--- src/sv/csmg_pkg.sv ---
// ----------------------------------------------------------------------------
// csmg_pkg
// Shared constants and types of the color Sobel max-channel gradient block.
// ----------------------------------------------------------------------------
package csmg_pkg;

  localparam int MAX_WIDTH  = 2048;
  localparam int MAX_HEIGHT = 4096;
  localparam int ADDR_W     = $clog2(MAX_WIDTH);
  localparam int PIX_W      = 24;
  localparam int COL_W      = 11;
  localparam int ROW_W      = 12;
  localparam int CFG_W_W    = 12;
  localparam int CFG_H_W    = 13;
  localparam int GRAD_W     = 11;
  localparam int MSQ_W      = 21;
  localparam int FRAC_BITS  = 4;
  localparam int MAG_W      = 15;
  localparam int RAD_W      = 2 * MAG_W;
  localparam int REM_W      = MAG_W + 4;

  localparam logic [0:0] REG_WIDTH  = 1'b0;
  localparam logic [0:0] REG_HEIGHT = 1'b1;

  localparam logic [1:0] CH_BLUE  = 2'd0;
  localparam logic [1:0] CH_GREEN = 2'd1;
  localparam logic [1:0] CH_RED   = 2'd2;

  // one input that releases results: its window and position
  typedef struct packed {
    logic [2:0][2:0][PIX_W-1:0] win;  // [row slot][col slot], slot 2 newest
    logic [ROW_W-1:0]           row;
    logic [COL_W-1:0]           col;
    logic                       last_col;
    logic                       last_row;
  } job_t;

endpackage

--- src/sv/csmg_queue.sv ---
// ----------------------------------------------------------------------------
// csmg_queue
// Two-entry job queue between intake and gradient engine.
// ----------------------------------------------------------------------------
module csmg_queue (
  input  logic           clk,
  input  logic           rst_n,
  input  logic           push_valid,
  output logic           push_ready,
  input  csmg_pkg::job_t push_data,
  output logic           pop_valid,
  input  logic           pop_ready,
  output csmg_pkg::job_t pop_data
);

  csmg_pkg::job_t mem_r [2];
  logic           wp_r, rp_r;
  logic [1:0]     cnt_r;
  logic           push, pop;

  assign push_ready = (cnt_r != 2'd2);
  assign pop_valid  = (cnt_r != 2'd0);
  assign push       = push_valid && push_ready;
  assign pop        = pop_valid && pop_ready;
  assign pop_data   = mem_r[rp_r];

  always_ff @(posedge clk) begin
    if (!rst_n) begin
      wp_r  <= 1'b0;
      rp_r  <= 1'b0;
      cnt_r <= '0;
    end else begin
      if (push) wp_r <= !wp_r;
      if (pop)  rp_r <= !rp_r;
      cnt_r <= cnt_r + {1'b0, push} - {1'b0, pop};
    end
  end

  always_ff @(posedge clk) begin
    if (push) mem_r[wp_r] <= push_data;
  end

`ifndef SYNTHESIS
  a_cnt_bound: assert property (@(posedge clk) disable iff (!rst_n)
    cnt_r <= 2'd2) else $error("queue count overflow");
  a_ptr_cnt: assert property (@(posedge clk) disable iff (!rst_n)
    (cnt_r == 2'd1) |-> (wp_r != rp_r)) else $error("queue pointers out of step");
`endif

endmodule

--- config.mk ---
export PLATFORM = sky130hd
export DESIGN_NAME = csmg_queue
export DESIGN_NICKNAME = d
export VERILOG_FILES = /design/src/sv/csmg_pkg.sv /design/src/sv/csmg_queue.sv
export SDC_FILE = /design/constraint.sdc
export NUM_CORES = 1
export LEC_CHECK = 0
export BUFFER_PORTS_ARGS = -buffer_cell sky130_fd_sc_hd__buf_4
export CAP_MARGIN = 20
export CORE_MARGIN = 2
export CORE_UTILIZATION = 53
export CTS_CLUSTER_DIAMETER = 100
export DETAILED_ROUTE_END_ITERATION = 10
export PLACE_DENSITY = 0.77
export SETUP_SLACK_MARGIN = 0.15
export SYNTH_ARGS = -nofsm -noshare
export SYNTH_HDL_FRONTEND = slang
export SYNTH_SLANG_ARGS = --single-unit
--- constraint.sdc ---
create_clock -name clk -period 8.1 [get_ports clk]
set_clock_uncertainty 0.2 [all_clocks]
set_input_delay 1.215 -clock clk [delete_from_list [all_inputs] [get_ports clk]]
set_output_delay 1.215 -clock clk [all_outputs]
set_load 0.05 [all_outputs]
# Word level (Yosys, flattened, before mapping)
# Memory sizes are Yosys's and may differ from the RTL's. A register that Yosys moved wholly into a read port is not among the register bits.
# Cells that the tools add are included.
dict set report totals {
  regBits 4
  ram_bits 482
  input_bits 245
  out_inout_bits 243
  wordCells 16
  n_memories 1
}
dict set report op_classes {
  n_addsub 2
  eq_ne 1
  muxes 4
  n_reduce_logical 5
}
# name depth width rd rd_clocked_by_memory_dff wr line_no
set memory_table {}
lappend memory_table {mem_r 2 241 1 1 1 csmg_queue.sv:16} ;# csmg_pkg::job_t mem_r [2];
# op count
set ops {}
lappend ops {{1-bit 2-to-1 mux} 4}
lappend ops {{2-bit by 1-bit adder with 2-bit output} 1}
lappend ops {{1-bit logical AND} 2}
lappend ops {{1-bit logical NOT} 2}
lappend ops {{2-bit != test, second input constant} 1}
lappend ops {{2-bit nonzero test} 1}
lappend ops {{2-bit by 1-bit subtractor with 2-bit output} 1}

# Depth between registers and ports, before layout
dict set report logic_depth {
  depth_word 4
  mapped_depth 6
  ltp_nobuf 6
}

# Least setup slack after synthesis
# Ideal clock, no wire load.
dict set report synth_timing {
  kind {input to register}
  startpoint {input push_valid}
  endpoint {memory mem_r[1][0] (netlist bit) (enable)}
  setup_time_ps 634
  arrival_time_ps 6758
  required_ps 7266
  setup_slack_ps 508
  stages 1
  path_buffers 0
  cell_sequence {and3_1}
}
dict set report synth_via {
  elab_chain_cells 3
}
# item line_no
set synth_lines {}
lappend synth_lines {{from (decl)} csmg_queue.sv:8} ;# input logic push_valid,
lappend synth_lines {{1-bit logical AND} csmg_queue.sv:23} ;# assign push = push_valid && push_ready;
lappend synth_lines {{1-bit 2-to-1 mux} csmg_queue.sv:40} ;# if (push) mem_r[wp_r] <= push_data;
lappend synth_lines {{1-bit 2-to-1 mux (not written as such)} csmg_queue.sv:40}
lappend synth_lines {{to (decl)} csmg_queue.sv:16}
# No other way between the ends.

==> results.yml <==
sta:
  clock.fmax_mhz: 222
  drv_slew: 0
  hold_viol_final: 0
  worst_pin_slew_ns: 1.10
  whs_ns: 0.333
  relSlewSlack_pct: 26.6
  min_period_ns: 4.51
  fin_setup_tns_ns: 0
  fin_crit_sh_pct: 55.6
  rsz0062_at_grt: "no"
  timing.final.ws_setup_ns: 3.59
  setup_viol: 0
floorplan:
  rows: 68
  dieWidth_um: 191
  start_util_pct: 53.6
  core_sq_um: 34400
  die_area_sq_um: 36300
  die_h_um: 191
  pin_count: 488
job:
  cap_violations: 0
routing:
  viasPerCell: 5.11
  post_drt_wl_per_cell_um: 21.2
  ant_nets: 0
  vias: 9147
  wirelength_um: 37900
  drt_iter0_drc: 541
  first_pass_iters: 5
  drc: 0
clocking:
  clkTransAtPathRegs_ns: 0.06
  cts_buffers: 48
  cts-root-buf: "clkbuf_16"
  postCtsResizedCells: 0
  holdBufCountCts: 0
  cts_tree: "done"
  clkSinkCount: 487
  clkLatencyLatePin_ns: 0.55
  cts_setup_buffers: 0
  cts-htree-levels: 2
  cts_max_path_buffers: 3
synthesis:
  synth_edf_count: 482
  syn_area_per_cell_sq_um: 23.6
  yosys_register_bits: 487
  yosys_warnings: 0
  synth_flop_cell: "edfxtp_1"
  synthDistinctLibCells: 26
  syn_nets: 1026
  netlist_instances: 780
  yosysSeqAreaShare_pct: 79.0
  syn-cell-area_sq_um: 18400
  async_reset_ff_share_pct: 0
final_layout:
  final_core_util_pct: 69.6
  syn_to_final_growth_pct: 29.7
  final_common_cell: "buf_4"
  layout_common_cells: "buf_4, edfxtp_1, mux2_4"
  final_layout_size_suffix_gt1_share_pct: 60.4
  final_cell_area_sq_um: 23900
  fin_nets: 1542
setup_path:
  startpoint_type: "register"
  endpoint_kind: "output pin"
  arrival_ns: 3.09
  critPathKind: "reg -> out"
  worstPathRequired_ns: 6.68
  crit_fanout: 60
placed_design:
  port_buffers: 487
  gp_congestion: 0.760
  placedInstanceArea_sq_um: 22500
  dp_hpwl_um: 25800
  pre_cts_ws_ns: 4.15
global_routing:
  grt_overflow_total: 0
  grt_usage_pct: 20.2
  antenna_found_initial: 3
  grt_max_degree: 139
  grt_pass1_vias: 9488
  grt_pass1_wl_um: 54200
min_path:
  hp-class: "reg -> reg"
pwr:
  powerDensity_nw_per_um2: 325
  p_leak_uw: 0.00926
  vdd_ir_drop_max_mv: 0.256
outcome:
  status: "finished clean"
-- through the flow --
step	total power (uW)	instances
after floorplan	5180	780
after global placement	5760	1701
after detailed placement	5790	1701
after CTS	7840	1787
after global routing	8020	1789
final	7760	1790
-- metal layers --
layer / up-vias / share of wire [%] / global-route usage (%)
met3: 81 / 10 / 7.40
met1: 4512 / 34 / 22.1
met2: 406 / 51 / 35.0
li1: 4148 / - / -
met4: 0 / 3.8 / 9.60
met5: - / 0 / 0
-- worst paths after layout --
check	from	end	slack, ns	cells past startpoint
max	register	pop_data[126]	3.59	3
min	rp_r$_SDFFE_PN0P_	register	0.33	2
max reg2reg	cnt_r[0]$_SDFF_PN0_	mem_r[0][232]$_DFFE_PP_	5.01	4
min reg2reg	rp_r$_SDFFE_PN0P_	register	0.33	2
-- state kept, by name, summed over array words and instances, names as in the netlist, named ones only --
name   flops
mem_r    482
cnt_r      2
rp_r       1
wp_r       1
-- final cells by class --
type	count	area (sq um)
Fill cell	2154	10500
Antenna cell	3	7.51
Clock buffer	58	1260
Tap cell	455	569
Inverter	2	15.0
Sequential cell	487	14600
Timing Repair Buffer	493	3730
Multi-Input combinational cell	264	3580
Clock inverter	28	174
-- synthesized netlist by cell type (2+ instances only) --
| library cell | instances | area share, % |
|---|---|---|
| buf_2 | 5 | 0.14 |
| inv_1 | 2 | 0.041 |
| o21ai_0 | 2 | 0.054 |
| mux2_2 | 51 | 3.1 |
| edfxtp_1 | 482 | 79 |
| dfxtp_1 | 5 | 0.54 |
| nor2_1 | 4 | 0.081 |
| and3_1 | 2 | 0.068 |
| buf_6 | 21 | 1.3 |
| mux2_4 | 190 | 15 |
-- power breakdown --
part / internal [uW] / switching (uW)
Clock: 1160 / 873
Combinational: 941 / 1620
Sequential: 3060 / 98.2
-- cells by family (layout without fill, tap and decap cells) --
group           after synthesis  count (layout)  share of synthesized area (%)
simple gates                 15              15                          0.475
other cells                   0               3                              0
buf+inv                      29             581                           1.54
mux                         241             241                           18.6
xor+xnor                      1               1                         0.0475
compound gates                6               6                          0.238
flops                       487             487                           79.0
fa+ha+maj                     1               1                         0.0679
-- critical path, cell delays in order, from the launching register on --
cell	delay, ns
dfxtp_4	0.96
buf_4	0.90
mux2_4	0.37
buf_4	0.19
No activity file was read; power rests on OpenSTA's default activity.
