<file path="src/sv/csmg_pkg.sv">
// ----------------------------------------------------------------------------
// csmg_pkg
// Shared constants and types of the color Sobel max-channel gradient block.
// ----------------------------------------------------------------------------
package csmg_pkg;

  localparam int MAX_WIDTH  = 2048;
  localparam int MAX_HEIGHT = 4096;
  localparam int ADDR_W     = $clog2(MAX_WIDTH);
  localparam int PIX_W      = 24;
  localparam int COL_W      = 11;
  localparam int ROW_W      = 12;
  localparam int CFG_W_W    = 12;
  localparam int CFG_H_W    = 13;
  localparam int GRAD_W     = 11;
  localparam int MSQ_W      = 21;
  localparam int FRAC_BITS  = 4;
  localparam int MAG_W      = 15;
  localparam int RAD_W      = 2 * MAG_W;
  localparam int REM_W      = MAG_W + 4;

  localparam logic [0:0] REG_WIDTH  = 1'b0;
  localparam logic [0:0] REG_HEIGHT = 1'b1;

  localparam logic [1:0] CH_BLUE  = 2'd0;
  localparam logic [1:0] CH_GREEN = 2'd1;
  localparam logic [1:0] CH_RED   = 2'd2;

  // one input that releases results: its window and position
  typedef struct packed {
    logic [2:0][2:0][PIX_W-1:0] win;  // [row slot][col slot], slot 2 newest
    logic [ROW_W-1:0]           row;
    logic [COL_W-1:0]           col;
    logic                       last_col;
    logic                       last_row;
  } job_t;

endpackage

</file>
<file path="src/sv/csmg_back.sv">
// ----------------------------------------------------------------------------
// csmg_back
// Gradient engine: per job, walks the 1..4 released pixels, forms Sobel
// responses on all three channels, picks the strongest and takes the root.
// ----------------------------------------------------------------------------
module csmg_back (
  input  logic                           clk,
  input  logic                           rst_n,
  input  logic                           job_valid,
  output logic                           job_ready,
  input  csmg_pkg::job_t                 job,
  output logic                           out_valid,
  input  logic                           out_ready,
  output logic [csmg_pkg::COL_W-1:0]     out_col,
  output logic [csmg_pkg::ROW_W-1:0]     out_row,
  output logic signed [csmg_pkg::GRAD_W-1:0] out_gx,
  output logic signed [csmg_pkg::GRAD_W-1:0] out_gy,
  output logic [csmg_pkg::MSQ_W-1:0]     out_msq,
  output logic [csmg_pkg::MAG_W-1:0]     out_mag,
  output logic [1:0]                     out_channel,
  output logic                           out_last
);

  localparam logic [2:0] ST_IDLE = 3'd0;
  localparam logic [2:0] ST_GRAD = 3'd1;
  localparam logic [2:0] ST_SQ   = 3'd2;
  localparam logic [2:0] ST_SEL  = 3'd3;
  localparam logic [2:0] ST_SQRT = 3'd4;
  localparam logic [2:0] ST_OUT  = 3'd5;

  logic [2:0]     state_r;
  csmg_pkg::job_t job_r;
  logic           dr_r, dc_r;
  logic           has_next;
  logic           dr_nxt, dc_nxt;

  logic [csmg_pkg::ROW_W-1:0] rr;
  logic [csmg_pkg::COL_W-1:0] cc;
  logic [1:0] rs [3];
  logic [1:0] cs [3];
  logic signed [csmg_pkg::GRAD_W-1:0] gx_c [3];
  logic signed [csmg_pkg::GRAD_W-1:0] gy_c [3];
  logic signed [csmg_pkg::GRAD_W-1:0] gx_r [3];
  logic signed [csmg_pkg::GRAD_W-1:0] gy_r [3];
  logic [csmg_pkg::MSQ_W-1:0] msq_r [3];
  logic signed [2*csmg_pkg::GRAD_W-1:0] sqx [3];
  logic signed [2*csmg_pkg::GRAD_W-1:0] sqy [3];
  logic [1:0] best;

  logic [csmg_pkg::RAD_W-1:0] rad_r;
  logic [csmg_pkg::REM_W-1:0] rem_r, rem_sh, trial;
  logic [csmg_pkg::MAG_W-1:0] root_r;
  logic [3:0]                 cnt_r;

  assign rr = job_r.row - csmg_pkg::ROW_W'(dr_r);
  assign cc = job_r.col - csmg_pkg::COL_W'(dc_r);

  // window slots, reflect-101 folded in
  always_comb begin
    rs[0] = dr_r ? ((rr == '0) ? 2'd2 : 2'd0) : 2'd1;
    rs[1] = dr_r ? 2'd1 : 2'd2;
    rs[2] = dr_r ? 2'd2 : 2'd1;
    cs[0] = dc_r ? ((cc == '0) ? 2'd2 : 2'd0) : 2'd1;
    cs[1] = dc_r ? 2'd1 : 2'd2;
    cs[2] = dc_r ? 2'd2 : 2'd1;
  end

  always_comb begin
    for (int k = 0; k < 3; k++) begin
      logic signed [csmg_pkg::GRAD_W-1:0] p [3][3];
      for (int i = 0; i < 3; i++)
        for (int j = 0; j < 3; j++)
          p[i][j] = $signed({3'b000, job_r.win[rs[i]][cs[j]][8*k +: 8]});
      gx_c[k] = csmg_pkg::GRAD_W'((p[0][2] - p[0][0]) + 2 * (p[1][2] - p[1][0]) +
                                  (p[2][2] - p[2][0]));
      gy_c[k] = csmg_pkg::GRAD_W'((p[2][0] - p[0][0]) + 2 * (p[2][1] - p[0][1]) +
                                  (p[2][2] - p[0][2]));
    end
  end

  always_comb begin
    for (int k = 0; k < 3; k++) begin
      sqx[k] = gx_r[k] * gx_r[k];
      sqy[k] = gy_r[k] * gy_r[k];
    end
  end

  always_comb begin
    best = csmg_pkg::CH_BLUE;
    if (msq_r[1] > msq_r[0]) best = csmg_pkg::CH_GREEN;
    if (msq_r[2] > msq_r[best]) best = csmg_pkg::CH_RED;
  end

  // release order: (r-1,c-1), (r-1,c), (r,c-1), (r,c)
  always_comb begin
    has_next = 1'b0;
    dr_nxt   = dr_r;
    dc_nxt   = dc_r;
    case ({dr_r, dc_r})
      2'b11: begin
        if (job_r.last_col) begin
          has_next = 1'b1; dc_nxt = 1'b0;
        end else if (job_r.last_row) begin
          has_next = 1'b1; dr_nxt = 1'b0;
        end
      end
      2'b10: begin
        if (job_r.last_row) begin
          has_next = 1'b1; dr_nxt = 1'b0; dc_nxt = 1'b1;
        end
      end
      2'b01: begin
        if (job_r.last_col) begin
          has_next = 1'b1; dc_nxt = 1'b0;
        end
      end
      default: has_next = 1'b0;
    endcase
  end

  assign rem_sh = {rem_r[csmg_pkg::REM_W-3:0], rad_r[csmg_pkg::RAD_W-1 -: 2]};
  assign trial  = {2'b00, root_r, 2'b01};

  assign job_ready = (state_r == ST_IDLE);
  assign out_valid = (state_r == ST_OUT);
  assign out_mag   = root_r;

  always_ff @(posedge clk) begin
    if (!rst_n) begin
      state_r <= ST_IDLE;
    end else begin
      case (state_r)
        ST_IDLE: if (job_valid) state_r <= ST_GRAD;
        ST_GRAD: state_r <= ST_SQ;
        ST_SQ:   state_r <= ST_SEL;
        ST_SEL:  state_r <= ST_SQRT;
        ST_SQRT: if (cnt_r == 4'(csmg_pkg::MAG_W - 1)) state_r <= ST_OUT;
        ST_OUT:  if (out_ready) state_r <= has_next ? ST_GRAD : ST_IDLE;
        default: state_r <= ST_IDLE;
      endcase
    end
  end

  always_ff @(posedge clk) begin
    case (state_r)
      ST_IDLE: begin
        if (job_valid) begin
          job_r <= job;
          dr_r  <= 1'b1;
          dc_r  <= 1'b1;
        end
      end
      ST_GRAD: begin
        gx_r    <= gx_c;
        gy_r    <= gy_c;
        out_row <= rr;
        out_col <= cc;
      end
      ST_SQ: begin
        for (int k = 0; k < 3; k++)
          msq_r[k] <= sqx[k][csmg_pkg::MSQ_W-1:0] + sqy[k][csmg_pkg::MSQ_W-1:0];
      end
      ST_SEL: begin
        out_channel <= best;
        out_gx      <= gx_r[best];
        out_gy      <= gy_r[best];
        out_msq     <= msq_r[best];
        rad_r       <= csmg_pkg::RAD_W'({msq_r[best], (2*csmg_pkg::FRAC_BITS)'(0)});
        rem_r       <= '0;
        root_r      <= '0;
        cnt_r       <= '0;
      end
      ST_SQRT: begin
        rad_r <= rad_r << 2;
        cnt_r <= cnt_r + 1'b1;
        if (rem_sh >= trial) begin
          rem_r  <= rem_sh - trial;
          root_r <= {root_r[csmg_pkg::MAG_W-2:0], 1'b1};
        end else begin
          rem_r  <= rem_sh;
          root_r <= {root_r[csmg_pkg::MAG_W-2:0], 1'b0};
        end
        if (cnt_r == 4'(csmg_pkg::MAG_W - 1)) out_last <= !has_next;
      end
      ST_OUT: begin
        if (out_ready && has_next) begin
          dr_r <= dr_nxt;
          dc_r <= dc_nxt;
        end
      end
      default: ;
    endcase
  end

`ifndef SYNTHESIS
  a_sqrt_len: assert property (@(posedge clk) disable iff (!rst_n)
    (state_r == ST_SQRT) |-> (cnt_r < 4'(csmg_pkg::MAG_W))) else $error("root overran");
  a_out_from_root: assert property (@(posedge clk) disable iff (!rst_n)
    $rose(out_valid) |-> ($past(state_r) == ST_SQRT)) else $error("result skipped root");
  a_msq_exact: assert property (@(posedge clk) disable iff (!rst_n)
    out_valid |-> (out_msq ==
      {{(csmg_pkg::MSQ_W-csmg_pkg::GRAD_W){out_gx[csmg_pkg::GRAD_W-1]}}, out_gx} *
      {{(csmg_pkg::MSQ_W-csmg_pkg::GRAD_W){out_gx[csmg_pkg::GRAD_W-1]}}, out_gx} +
      {{(csmg_pkg::MSQ_W-csmg_pkg::GRAD_W){out_gy[csmg_pkg::GRAD_W-1]}}, out_gy} *
      {{(csmg_pkg::MSQ_W-csmg_pkg::GRAD_W){out_gy[csmg_pkg::GRAD_W-1]}}, out_gy}))
    else $error("squared magnitude mismatch");
`endif

endmodule

</file>
<file path="config.mk">
export PLATFORM = sky130hd
export DESIGN_NAME = csmg_back
export DESIGN_NICKNAME = d
export VERILOG_FILES = /design/src/sv/csmg_pkg.sv /design/src/sv/csmg_back.sv
export SDC_FILE = /design/constraint.sdc
export NUM_CORES = 2
export LEC_CHECK = 0
export ABC_AREA = 1
export ABC_CLOCK_PERIOD_IN_PS = 17410
export BUFFER_PORTS_ARGS = -buffer_cell sky130_fd_sc_hd__buf_2
export CAP_MARGIN = 15
export CORE_UTILIZATION = 49
export DETAILED_ROUTE_END_ITERATION = 8
export HOLD_SLACK_MARGIN = 0.12
export PLACE_DENSITY = 0.66
export SLEW_MARGIN = 20
export SYNTH_ARGS = -nofsm -noshare
export SYNTH_HDL_FRONTEND = slang
export SYNTH_SLANG_ARGS = --single-unit
</file>
<file path="constraint.sdc">
create_clock -name clk -period 17.41 [get_ports clk]
set_clock_uncertainty 0.05 [all_clocks]
set_input_delay 1.741 -clock clk [delete_from_list [all_inputs] [get_ports clk]]
set_output_delay 1.741 -clock clk [all_outputs]
set_load 0.005 [all_outputs]
</file>
Word-level counts from Yosys, hierarchy flattened
Memory sizes are Yosys's and may differ from the RTL's.
Cells that the tools add are included.
{"block": "totals", "reg_bits": 447, "ramBits": 63, "inputBits": 245, "out_inout_bits": 86, "wordCells": 185, "memories": 1}
{"name": "msq_r", "words": 3, "word_bits": 21, "read_ports": 5, "rd_clocked_by_memory_dff": 0, "wr": 3, "line": "csmg_back.sv:45", "text": "logic [csmg_pkg::MSQ_W-1:0] msq_r [3];"}
{"block": "classes", "n_addsub": 37, "n_mul": 6, "order_cmp": 10, "n_eq_ne": 18, "muxes": 66, "bitwise_logic": 1, "n_reduce_logical": 13}
{"operator": "$bmux 72 s2", "n": 3}
{"operator": "$bmux 24 s2", "n": 8}
{"operator": "$mux 72", "n": 3}
{"operator": "$mux 24", "n": 8}
{"operator": "$sub 8x8->9", "n": 18}
{"operator": "$mul 11x11->21", "n": 6}
{"operator": "$add 11x9->11", "n": 6}
{"operator": "$add 9x10->11", "n": 6}
{"operator": "$add 21x21->21", "n": 3}
{"operator": "$pmux 30 s2", "n": 1}
{"operator": "$bmux 11 s2", "n": 2}
{"operator": "$mux 11", "n": 4}
{"operator": "$gt 21x21->1", "n": 2}
{"operator": "$pmux 17 s2", "n": 1}
{"operator": "$pmux 15 s2", "n": 1}
{"operator": "$ge 19x17->1", "n": 1}
{"operator": "$lt 2x3->1 const B", "n": 6}
{"operator": "$mux 2", "n": 9}
{"operator": "$pmux 3 s6", "n": 1}
{"operator": "$mux 17", "n": 1}
{"operator": "$sub 17x17->17", "n": 1}
{"operator": "$mux 1", "n": 15}
{"operator": "$logic_not 12->1", "n": 1}
{"operator": "$sub 12x1->12", "n": 1}
{"operator": "29 further kinds", "n": 43}

Depth between registers and ports, before layout
{"block": "logic_depth", "depth_word": 11, "depth_mapped": 42}

Worst setup path after synthesis
No wires, ideal clock.
{"block": "synth_path", "kind": "input port to flip-flop", "startpoint": "input port job_valid", "endpoint": "register dc_r (enable)", "setup_time_ns": 0.347, "arrival_time_ns": 12.351, "required_ns": 17.013, "setup_slack_ns": 4.662, "cell_stages": 4, "cell_sequence": "inv_1 -> nor2_1 -> a31oi_1 -> a31oi_1"}
{"block": "synth_via", "elab_chain_cells": 2}
{"item": "start: declaration", "line": "csmg_back.sv:9", "text": "input logic job_valid,"}
{"item": "$ne 2x2->1 (no line)"}
{"item": "$reduce_and 6->1 (no line)"}
{"item": "end signal: assignment", "line": "csmg_back.sv:188", "text": "dc_r <= dc_nxt;"}
{"item": "end: declaration", "line": "csmg_back.sv:33", "text": "logic dr_r, dc_r;"}
No other way between the ends.
A chain may end at the register's enable or synchronous reset.

==> flow_summary.yaml <==
setup_path:
  arrival_ns: 7.43
  cp-end-kind: "flip-flop"
  crit_required_ns: 17.74
  worst_r2r_startpoint: "gx_r[15]$_DFFE_PP_"
  worstSetupPathType: "flip-flop to flip-flop"
  reg2reg_to: "msq_r[1][20]$_DFFE_PP_"
  critPathLaunch: "gx_r[15]$_DFFE_PP_"
  worstSetupStartpointType: "flip-flop"
  r2r_setup_slack_ns: 10.31
  crit_path_frequent_cell: "fa_1"
  critPathSlowestCell: "edfxtp_1"
  crit_path_max_incr_delay_ns: 0.61
  cp_max_fo: 13
  rr_worst_depth: 27
grt:
  groute.usage.overall_pct: 25.4
  grt_first_pass_wirelength_mm: 239
  antenna_found_initial: 3
  grt_pass1_vias: 44300
  grt_start_max_net_pins: 153
  grt-ovfl-total: 0
timing:
  worst_pin_slew_ns: 1.11
  finalSetupTns_ns: 0
  fin_ws_ns: 10.31
  hold_viol: 0
  post-route-period-util_pct: 40.8
  rsz0062_at_grt: "no"
  drv_slew: 0
  period_needed_ns: 7.10
  whs_ns: 0.471
  max_freq_mhz: 141
  finalSetupViolCount: 0
  slew_headroom_pct: 24.9
cts:
  insertion_delay_ns: 0.69
  hold_buffers: 0
  cts_buffer_depth: 3
  clk_pin_slew_ns: 0.07
  ctsRootBufferMaster: "clkbuf_16"
  cts_sinks: 502
  numCtsBuffers: 57
  post_cts_resized: 0
  cts_tree: "done"
  cts_max_level: 2
  cts_setup_buffers: 0
outcome:
  status: "complete, no violations"
drt:
  first_iter_violations: 3099
  wl_per_cell_um: 18.1
  routed-via-count: 43000
  drc: 0
  drt_pass1_iterations: 8
  ant_nets: 0
  vias_per_cell: 5.16
  routed_wl_mm: 150
layout:
  drive_gt1_share_pct: 8.62
  nets: 8237
  fillerInstances: 10800
  synthToLayoutAreaGrowth_pct: 8.64
  diodes: 0
  seqCellArea_mm2: 0.0150
  multi_input_area_mm2: 0.0362
  layout_commonest_cell: "inv_1"
  final_cell_mix: "inv_1, nand2_1, fa_1, edfxtp_1, ha_1"
floorplanning:
  die_y_um: 347
  rows: 126
  initial_utilization_pct: 49.4
  core-area_mm2: 0.118
  die_area_mm2: 0.120
  pin_count: 331
  die-width_um: 347
run:
  max-cap-violations: 0
yosys:
  synth.distinct_cells: 58
  synth_area_mm2: 0.0582
  synthTopCellsByArea: "fa_1, edfxtp_1, ha_1"
  yosysTopAreaCell: "fa_1"
  syn-num-nets: 8019
  yosys_most_used_dff: "edfxtp_1"
  synth_edf_count: 499
  synth_top_area_share_pct: 26.0
  ys_ff_latch: 502
  ys.warnings.count: 0
  ys_seq_area_share_pct: 25.9
  synthCells: 6526
  syn_avg_cell_area_um2: 8.92
  async_flop_share_pct: 0
place:
  dpl_worst_slack_ns: 10.36
  dp.final_hpwl_mm: 124
  place.gp.congestion: 0.952
  io_buffers: 330
worst_hold_path:
  worstHoldPathType: "flip-flop to flip-flop"
  whs_endpoint: "rad_r[11]$_DFFE_PN_"
  holdPathStages: 2
  hp-start: "rad_r[9]$_SDFFCE_PP0N_"
## layer usage
layer  vias up  wire [µm]  track usage [%]
li1      20600          -                -
met1     20600      64000             34.2
met2      1521      72100             42.8
met3       231       8970             2.86
met4         0       5260             8.59
met5         -          0                0
## cell usage after synthesis, drive strengths merged (2+ instances only)
library cell / n
a211oi: 17
a21boi: 11
a21o: 7
a21oi: 271
a221oi: 13
a22o: 2
a22oi: 22
a31oi: 39
and2: 5
buf: 38
clkbuf: 157
dfxtp: 3
edfxtp: 499
fa: 755
ha: 493
inv: 1643
mux2i: 6
nand2: 1153
nand3: 169
nand3b: 12
nand4: 20
nor2: 393
nor3: 16
nor3b: 5
o2111ai: 3
o211ai: 35
o21a: 9
o21ai: 342
o21bai: 23
o221ai: 9
o22ai: 42
or2: 18
xnor2: 120
xor2: 170
## sequential cells by signal (all words and copies together) (netlist names), 12 cells and up
signal,flops
out_msq,21
job_r,241
rem_r,17
msq_r,63
rad_r,22
out_row,12
out_mag,15
gy_r,33
gx_r,33
## how the worst max path moves through the flow
stage / slack, ns / end / depth (start not counted)
after floorplan: 4.66 / dc_r$_SDFFCE_PN1P_ / 4
after global placement: 10.45 / msq_r[1][20]$_DFFE_PP_ / 27
after detailed placement: 10.36 / msq_r[1][20]$_DFFE_PP_ / 27
after CTS: 10.30 / msq_r[1][20]$_DFFE_PP_ / 27
after global routing: 9.79 / msq_r[1][20]$_DFFE_PP_ / 27
final: 10.31 / msq_r[1][20]$_DFFE_PP_ / 27
## metrics by stage
| stage | util (%) | instance area (µm²) | cells |
|---|---|---|---|
| floorplan | - | 58200 | 6526 |
| global placement | 51.9 | 61200 | 8221 |
| finish | 53.6 | 63200 | 8326 |
| detailed placement | 51.9 | 61200 | 8221 |
| CTS | 53.6 | 63200 | 8326 |
| global route | 53.6 | 63200 | 8326 |
## final cells by class
| cell class | instances | share of cell area, % |
|---|---|---|
| Clock buffer | 61 | 2.28 |
| Clock inverter | 44 | 0.863 |
| Inverter | 1644 | 9.76 |
| Multi-Input combinational cell | 4185 | 57.3 |
| Sequential cell | 502 | 23.8 |
| Tap cell | 1536 | 3.04 |
| Timing Repair Buffer | 354 | 2.94 |
## cells by family (layout without fill, tap and decap cells)
logic type / after synthesis / count (layout) / share of synthesized area (%)
XOR/XNOR: 290 / 290 / 4.38
AO/OA/AOI/OAI: 849 / 849 / 8.30
AND/OR/NAND/NOR: 1792 / 1792 / 12.8
flip-flops: 502 / 502 / 25.9
buffers and inverters: 1839 / 2103 / 12.0
adder cells (fa/ha/maj): 1248 / 1248 / 36.6
multiplexers: 6 / 6 / 0.103
## worst max-delay path, delay by kind of cell (launching register included)
kind	cells	cell delay, ns
DFF	1	0.61
buffers and inverters	5	0.27
and+or+nand+nor	6	0.51
AOI/OAI and AO/OA	7	1.35
xor gates and xnor gates	1	0.14
adders and majority gates	8	3.84
Power is not shown: default switching activity piles up to over one toggle a cycle in this logic, so the estimate is an artifact.
